==> src/hw/rtl/csh_pkg.sv <==
// ----------------------------------------------------------------------------
// csh_pkg
// Shared constants, types and a helper function for the single-halving run
// tracker: value width, end-cause codes and the controller/datapath links.
// ----------------------------------------------------------------------------
package csh_pkg;

    // Width of the working value held by the datapath.
    localparam int VALUE_WIDTH = 64;

    // Port widths fixed by the stream interface.
    localparam int IN_TDATA_W  = 64;
    localparam int OUT_TDATA_W = 88;

    // All-ones mask and the largest value that can be tripled without overflow.
    localparam logic [VALUE_WIDTH-1:0] VALUE_MASK = {VALUE_WIDTH{1'b1}};
    localparam logic [VALUE_WIDTH-1:0] OVF_LIMIT  = VALUE_MASK / 3;

    // Saturation point of the run-length counter.
    localparam logic [6:0] LEN_MAX = 7'd127;

    // Trailing zero count reported for a zero value.
    localparam logic [6:0] ZEROS_OF_ZERO = 7'(VALUE_WIDTH);

    // End-cause codes.
    localparam logic [1:0] CAUSE_ZEROS    = 2'd0;
    localparam logic [1:0] CAUSE_ONE      = 2'd1;
    localparam logic [1:0] CAUSE_START    = 2'd2;
    localparam logic [1:0] CAUSE_OVERFLOW = 2'd3;

    // Result word, the last field in the lowest bits.
    typedef struct packed {
        logic [63:0] record_start;
        logic [6:0]  record_length;
        logic        new_record;
        logic [1:0]  end_cause;
        logic [6:0]  final_zeros;
        logic [6:0]  run_length;
    } out_word_t;

    // Commands from the controller to the datapath.
    typedef struct packed {
        logic load;
        logic step;
        logic count;
        logic finish;
    } ctrl_cmd_t;

    // Status from the datapath to the controller.
    typedef struct packed {
        logic run_end;
        logic need_count;
        logic count_done;
        logic out_free;
    } dp_status_t;

    // Trailing zero count of a non-zero byte.
    function automatic logic [2:0] ctz8(input logic [7:0] b);
        logic [2:0] n;
        n = 3'd0;
        for (int i = 7; i >= 0; i--)
        begin
            if (b[i])
            begin
                n = 3'(i);
            end
        end
        return n;
    endfunction

endpackage

==> src/hw/rtl/csh_ctrl.sv <==
// ----------------------------------------------------------------------------
// csh_ctrl
// Sequencing state machine: takes a word, steps the datapath until the run
// ends, runs the trailing-zero count when needed and hands off the result.
// ----------------------------------------------------------------------------
module csh_ctrl
(
    input  logic                clk,
    input  logic                rst_n,
    input  logic                in_valid,
    output logic                in_ready,
    input  csh_pkg::dp_status_t status,
    output csh_pkg::ctrl_cmd_t  cmd
);

    localparam logic [1:0] ST_IDLE  = 2'd0;
    localparam logic [1:0] ST_RUN   = 2'd1;
    localparam logic [1:0] ST_COUNT = 2'd2;
    localparam logic [1:0] ST_DONE  = 2'd3;

    logic [1:0] state_reg;
    logic [1:0] state_next;

    // State register.
    always_ff @(posedge clk or negedge rst_n)
    begin
        if (!rst_n)
        begin
            state_reg <= ST_IDLE;
        end
        else
        begin
            state_reg <= state_next;
        end
    end

    // Next state and command decode.
    always_comb
    begin
        state_next = state_reg;
        cmd        = '0;
        in_ready   = 1'b0;
        unique case (state_reg)
            ST_IDLE:
            begin
                in_ready = 1'b1;
                if (in_valid)
                begin
                    cmd.load   = 1'b1;
                    state_next = ST_RUN;
                end
            end
            ST_RUN:
            begin
                cmd.step = 1'b1;
                if (status.run_end)
                begin
                    state_next = ST_DONE;
                end
                else if (status.need_count)
                begin
                    state_next = ST_COUNT;
                end
            end
            ST_COUNT:
            begin
                cmd.count = 1'b1;
                if (status.count_done)
                begin
                    state_next = ST_DONE;
                end
            end
            ST_DONE:
            begin
                if (status.out_free)
                begin
                    cmd.finish = 1'b1;
                    state_next = ST_IDLE;
                end
            end
            default:
            begin
                state_next = ST_IDLE;
            end
        endcase
    end

endmodule

==> src/hw/rtl/csh_datapath.sv <==
// ----------------------------------------------------------------------------
// csh_datapath
// Working value, step arithmetic, trailing-zero counter, record registers
// and the output result register.
// ----------------------------------------------------------------------------
module csh_datapath
(
    input  logic                                 clk,
    input  logic                                 rst_n,
    input  logic [csh_pkg::VALUE_WIDTH-1:0]      start_in,
    input  csh_pkg::ctrl_cmd_t                   cmd,
    output csh_pkg::dp_status_t                  status,
    output logic                                 out_valid,
    input  logic                                 out_ready,
    output csh_pkg::out_word_t                   out_word
);

    localparam int W = csh_pkg::VALUE_WIDTH;

    // Item registers.
    logic [W-1:0] start_reg;
    logic [W-1:0] cur_reg;
    logic [W-1:0] cnt_reg;
    logic [6:0]   steps_reg;
    logic [6:0]   zeros_reg;
    logic [1:0]   cause_reg;
    logic         first_reg;

    // Record and output registers.
    logic [6:0]          best_len_reg;
    logic [W-1:0]        best_start_reg;
    logic                out_valid_reg;
    csh_pkg::out_word_t  out_reg;

    // Step decode.
    logic         eq_one;
    logic         eq_start;
    logic         ovf;
    logic [W-1:0] nv;
    logic         new_rec;

    // One step: end checks on the current value and 3n+1 in parallel.
    assign eq_one   = !first_reg && (cur_reg == W'(1));
    assign eq_start = !first_reg && (cur_reg == start_reg);
    assign ovf      = cur_reg > csh_pkg::OVF_LIMIT;
    assign nv       = cur_reg + {cur_reg[W-2:0], 1'b0} + W'(1);

    assign status.run_end    = eq_one || eq_start || ovf;
    assign status.need_count = !(eq_one || eq_start || ovf) && (nv[1:0] == 2'b00);
    assign status.count_done = (cnt_reg == '0) || (cnt_reg[7:0] != 8'd0);
    assign status.out_free   = !out_valid_reg || out_ready;

    assign new_rec = steps_reg > best_len_reg;

    // Working value, step count and zero count.
    always_ff @(posedge clk)
    begin
        if (cmd.load)
        begin
            start_reg <= start_in;
            cur_reg   <= start_in;
            steps_reg <= 7'd0;
            zeros_reg <= 7'd0;
            cause_reg <= csh_pkg::CAUSE_ZEROS;
        end
        else if (cmd.step)
        begin
            if (eq_one)
            begin
                cause_reg <= csh_pkg::CAUSE_ONE;
            end
            else if (eq_start)
            begin
                cause_reg <= csh_pkg::CAUSE_START;
            end
            else if (ovf)
            begin
                cause_reg <= csh_pkg::CAUSE_OVERFLOW;
                zeros_reg <= 7'd0;
            end
            else if (nv[1:0] == 2'b00)
            begin
                cause_reg <= csh_pkg::CAUSE_ZEROS;
                zeros_reg <= 7'd0;
                cnt_reg   <= nv;
            end
            else
            begin
                // The step survives with zero or one trailing zero.
                cur_reg   <= nv >> 1;
                zeros_reg <= {6'd0, ~nv[0]};
                if (steps_reg != csh_pkg::LEN_MAX)
                begin
                    steps_reg <= steps_reg + 7'd1;
                end
            end
        end
        else if (cmd.count)
        begin
            // Eight bits a cycle; a zero value counts as the full width.
            if (cnt_reg == '0)
            begin
                zeros_reg <= csh_pkg::ZEROS_OF_ZERO;
            end
            else if (cnt_reg[7:0] == 8'd0)
            begin
                cnt_reg   <= cnt_reg >> 8;
                zeros_reg <= zeros_reg + 7'd8;
            end
            else
            begin
                zeros_reg <= zeros_reg + 7'(csh_pkg::ctz8(cnt_reg[7:0]));
            end
        end
    end

    // The first step of a run skips the checks for reaching one and for the start value.
    always_ff @(posedge clk or negedge rst_n)
    begin
        if (!rst_n)
        begin
            first_reg <= 1'b1;
        end
        else if (cmd.load)
        begin
            first_reg <= 1'b1;
        end
        else if (cmd.step)
        begin
            first_reg <= 1'b0;
        end
    end

    // Record of the longest run.
    always_ff @(posedge clk or negedge rst_n)
    begin
        if (!rst_n)
        begin
            best_len_reg   <= 7'd0;
            best_start_reg <= '0;
        end
        else if (cmd.finish && new_rec)
        begin
            best_len_reg   <= steps_reg;
            best_start_reg <= start_reg;
        end
    end

    // Output word valid flag.
    always_ff @(posedge clk or negedge rst_n)
    begin
        if (!rst_n)
        begin
            out_valid_reg <= 1'b0;
        end
        else if (cmd.finish)
        begin
            out_valid_reg <= 1'b1;
        end
        else if (out_ready)
        begin
            out_valid_reg <= 1'b0;
        end
    end

    // Output word payload.
    always_ff @(posedge clk)
    begin
        if (cmd.finish)
        begin
            out_reg.run_length  <= steps_reg;
            out_reg.final_zeros <= zeros_reg;
            out_reg.end_cause   <= cause_reg;
            out_reg.new_record  <= new_rec;
            if (new_rec)
            begin
                out_reg.record_length <= steps_reg;
                out_reg.record_start  <= 64'(start_reg);
            end
            else
            begin
                out_reg.record_length <= best_len_reg;
                out_reg.record_start  <= 64'(best_start_reg);
            end
        end
    end

    assign out_valid = out_valid_reg;
    assign out_word  = out_reg;

endmodule

==> src/hw/rtl/collatz_single_halving_run.sv <==
// ----------------------------------------------------------------------------
// collatz_single_halving_run
// Tracks the run of 3n+1 steps with at most one trailing zero for each start
// value and keeps the longest run seen so far.
// ----------------------------------------------------------------------------
//  Channel   Direction  Word contents (lowest bits first)
//  s_axis    in         start_value[63:0]
//  m_axis    out        run_length[6:0], final_zeros[13:7], end_cause[15:14],
//                       new_record[16], record_length[23:17], record_start[87:24]
//
// One word is worked on at a time: the block takes it, runs the step loop
// (one 3n+1 step per cycle), counts trailing zeros at eight bits a cycle
// when the run ends on two or more zeros, and loads the result register.
// Reset clears the record, the state machine and the output valid flag.
// A stalled output holds its word; the next start value is taken meanwhile.
// ----------------------------------------------------------------------------
module collatz_single_halving_run
(
    input  logic                              clk,
    input  logic                              rst_n,
    input  logic                              s_tvalid,
    output logic                              s_tready,
    input  logic [csh_pkg::IN_TDATA_W-1:0]    s_tdata,   // start_value
    output logic                              m_tvalid,
    input  logic                              m_tready,
    output logic [csh_pkg::OUT_TDATA_W-1:0]   m_tdata    // run_length, final_zeros,
                                                         // end_cause, new_record,
                                                         // record_length, record_start
);

    csh_pkg::ctrl_cmd_t  cmd;
    csh_pkg::dp_status_t status;
    csh_pkg::out_word_t  out_word;

    // Sequencing.
    csh_ctrl u_ctrl
    (
        .clk      (clk),
        .rst_n    (rst_n),
        .in_valid (s_tvalid),
        .in_ready (s_tready),
        .status   (status),
        .cmd      (cmd)
    );

    // Arithmetic, record and result register.
    csh_datapath u_datapath
    (
        .clk       (clk),
        .rst_n     (rst_n),
        .start_in  (s_tdata[csh_pkg::VALUE_WIDTH-1:0]),
        .cmd       (cmd),
        .status    (status),
        .out_valid (m_tvalid),
        .out_ready (m_tready),
        .out_word  (out_word)
    );

    assign m_tdata = out_word;

    // The record never falls below the run just reported.
    assert property (@(posedge clk) disable iff (!rst_n)
        m_tvalid |-> out_word.record_length >= out_word.run_length)
    else $error("record length below reported run length");

    // A new record reports its own run as the record.
    assert property (@(posedge clk) disable iff (!rst_n)
        (m_tvalid && out_word.new_record) |->
            (out_word.record_length == out_word.run_length))
    else $error("new record does not match run length");

    // An overflow ending makes no zero count.
    assert property (@(posedge clk) disable iff (!rst_n)
        (m_tvalid && out_word.end_cause == csh_pkg::CAUSE_OVERFLOW) |->
            (out_word.final_zeros == 7'd0))
    else $error("overflow ending with non-zero zero count");

    // Ends on one or start always follow a surviving step of at most one zero.
    assert property (@(posedge clk) disable iff (!rst_n)
        (m_tvalid && (out_word.end_cause == csh_pkg::CAUSE_ONE ||
                      out_word.end_cause == csh_pkg::CAUSE_START)) |->
            (out_word.final_zeros <= 7'd1 && out_word.run_length != 7'd0))
    else $error("value-based ending without a surviving step");

endmodule

==> config.mk <==
export PLATFORM = sky130hd
export DESIGN_NAME = collatz_single_halving_run
export DESIGN_NICKNAME = d
export VERILOG_FILES = /design/src/hw/rtl/csh_pkg.sv /design/src/hw/rtl/csh_ctrl.sv /design/src/hw/rtl/csh_datapath.sv /design/src/hw/rtl/collatz_single_halving_run.sv
export SDC_FILE = /design/constraint.sdc
export NUM_CORES = 1
export LEC_CHECK = 0
export BUFFER_PORTS_ARGS = -buffer_cell sky130_fd_sc_hd__buf_2
export CAP_MARGIN = 20
export CORE_MARGIN = 1
export CORE_UTILIZATION = 42
export CTS_CLUSTER_SIZE = 30
export DETAILED_ROUTE_END_ITERATION = 16
export SYNTH_ARGS = -nofsm -noshare
export SYNTH_HDL_FRONTEND = slang
export SYNTH_SLANG_ARGS = --single-unit
==> constraint.sdc <==
create_clock -name clk -period 14.45 [get_ports clk]
set_input_delay 3.6125 -clock clk [delete_from_list [all_inputs] [get_ports clk]]
set_output_delay 3.6125 -clock clk [all_outputs]
set_load 0.05 [all_outputs]
==> flow_summary_export.csv <==
group,metric,value,unit
hold_path,hp-class,"flip-flop to flip-flop",
cts,cts_setup_buffers,0,
cts,cts_max_path_buffers,3,
flow_run,maxCapViolCount,0,
logic_synthesis,syn_area,0.0211,mm²
timing,finalSetupTns,0,ns
cts,numCtsBuffers,41,
finish,largest_reg_flops,88,
finish,syn2layout_area_growth,13.2,%
global_route,overflow,0,
floorplan,io_pins,158,
route,dr.pass1.iters,5,
worst_setup_path,arrival,1.77,ns
global_route,antenna_found_initial,0,
floorplan,core,0.0493,mm²
finish,finish.utilization,48.5,%
logic_synthesis,netlist.area_leader.share,39.8,%
logic_synthesis,ys_seq_elements,371,
logic_synthesis,synth_common_cells,"nand2_1 (379), edfxtp_1 (280), ha_1 (143)",
route,route.detailed.drc,0,
timing,fin_crit,5.39,ns
global_route,grt_pass1_wl,95500,µm
logic_synthesis,synth_edf_count,280,
timing,drv_slew,0,
route,wl_per_cell,22.4,µm
route,detail-route-antenna-nets,0,
logic_synthesis,synth-seq-area-share,50.2,%
floorplan,die_x,226,µm
place,place_congestion,0.968,
floorplan,start_util,42.9,%
finish,fin_nets,2353,
logic_synthesis,yosysWarnings,0,
finish,drive_above_1_share,18.4,%
worst_setup_path,crit_path_end_kind,"primary output",
cts,clock-sinks,371,
timing,fin_ws,9.06,ns
timing,period_share,37.3,%
floorplan,rows,81,
run_status,status,"finished clean",
floorplan,die_h,226,µm
worst_setup_path,crit_required,10.84,ns
route,drtIter0Drc,1553,
worst_setup_path,reg2reg_slack,10.10,ns
logic_synthesis,ys_types,92,
floorplan,die-area,0.0512,mm²
finish,num-fill-cells,4576,
worst_setup_path,cp_max_fo,5,
worst_setup_path,worstSetupPathType,"flip-flop to primary output",
worst_setup_path,cpPeakStageDelay,0.40,ns
cts,cts_tree,"done",
worst_setup_path,cp_slowest_cell,"dfrtp_1",
timing,max-slew-margin-rel,30.2,%
place,dp.final_hpwl,49100,µm
finish,registers.top_by_ff_count,"u_datapath.out_word",
cts,path_clk_slew,0.06,ns
global_route,track_usage,25.1,%
logic_synthesis,syn-num-nets,2212,
logic_synthesis,synthFlopType,"edfxtp_1",
cts,cts_root_buf,"clkbuf_16",
logic_synthesis,synth_area_leaders,"edfxtp_1 (40%), dfrtp_1 (8.8%), ha_1 (8.5%)",
logic_synthesis,synth_top_cell_by_area,"edfxtp_1",
global_route,first_global_vias,15500,
place,portBuffers,157,
logic_synthesis,async_flop_share,20.2,%
timing,setup_viol,0,
cts,clk_latency,0.58,ns
timing,finClkSkew,0.0184,ns
route,routed_via_density,5.63,
timing,final-hold-violation-count,0,
cts,h-tree-depth,2,
timing,worst_pin_slew,1.05,ns
timing,max_freq,186,MHz
route,drt-total-wl,63500,µm
cts,ctsResizeCount,0,
logic_synthesis,syn_inst,1999,
worst_setup_path,startpoint_type,"flip-flop",
logic_synthesis,syn_area_per_cell,10.6,µm²
place,dp_slack,8.59,ns
worst_setup_path,cp_cell_sequence,"inv_1, ha_1, buf_2",
logic_synthesis,synth_most_common_cell,"nand2_1",
timing,holdWs,0.476,ns
route,via_count,16000,
cts,cts_hold_buf,0,
timing,rsz0062_at_grt,"false",
global_route,grt_max_degree,79,
metrics by stage:
stage | cells | area (µm²)
after floorplan | 1999 | 21100
after global placement | 2761 | 22600
after detailed placement | 2761 | 22600
after CTS | 2837 | 23900
after global routing | 2837 | 23900
final | 2838 | 23900
per-layer routing:
metal  up-vias  global-route usage, %  routed length [µm]
li1       7493                      -                   -
met1      7767                   35.5               28500
met2       610                   39.1               28500
met3       115                   3.53                4300
met4         0                   9.35                2240
met5         -                      0                   0
final timing paths:
path	cells after the start	to	from
min in group asynchronous	1	u_datapath.best_start_reg[23]$_DFFE_PN0P_	rst_n
max	3	s_tready	u_ctrl.state_reg[0]$_DFFE_PN0P_
max reg2reg	12	u_datapath.cnt_reg[48]$_DFFE_PP_	u_datapath.cur_reg[29]$_DFFE_PP_
max in group asynchronous	2	u_datapath.best_start_reg[54]$_DFFE_PN0P_	rst_n
min reg2reg	2	u_datapath.best_start_reg[14]$_DFFE_PN0P_	u_datapath.best_start_reg[14]$_DFFE_PN0P_
min	2	u_datapath.best_start_reg[14]$_DFFE_PN0P_	u_datapath.best_start_reg[14]$_DFFE_PN0P_
layout by cell type, fill, tap and decap left out, drive strengths merged, types with 15 or more instances in the layout:
cell | Yosys | final
nand2 | 379 | 379
edfxtp | 280 | 280
buf | 16 | 169
a21oi | 144 | 144
ha | 143 | 143
mux2 | 127 | 127
inv | 106 | 110
o21ai | 87 | 87
nor2 | 82 | 82
dfrtp | 74 | 74
xnor2 | 57 | 57
clkbuf | 55 | 57
xor2 | 47 | 47
nand4 | 39 | 39
nor4 | 35 | 35
nand3 | 29 | 29
a21o | 28 | 28
nor3 | 28 | 28
and3 | 18 | 18
dfxtp | 16 | 16
o21a | 15 | 15
area by class of cell:
type	instances	area (µm²)	share of cell area [%]
inverter	108	408	1.71
multi-input combinational	1449	9860	41.2
tap	664	831	3.47
antenna	1	2.50	0.0105
clock buffer	57	1130	4.71
sequential	371	10600	44.4
timing repair buffer	169	878	3.67
clock inverter	19	203	0.848
critical path, delay by kind of cell, from the launching register on:
kind | cells | cell delay, ns
adder cells (fa/ha/maj) | 1 | 0.34
buffers and inverters | 2 | 0.46
flip-flops | 1 | 0.40
kinds of logic (layout without fill, tap and decap cells):
logic type                 after synthesis  in the layout  share of synthesized area [%]
and+or+nand+nor                        677            677                           14.5
xor gates and xnor gates               104            104                           4.31
AOI/OAI and AO/OA                      394            394                           12.1
DFF                                    371            371                           50.2
other                                    0              1                              0
muxes                                  129            129                           6.87
adders and majority gates              145            145                           8.66
buffers and inverters                  179            353                           3.28
Power is left out: the tool's default activity adds up to more than one toggle a clock period on the data nets, which glitch-free logic cannot reach.
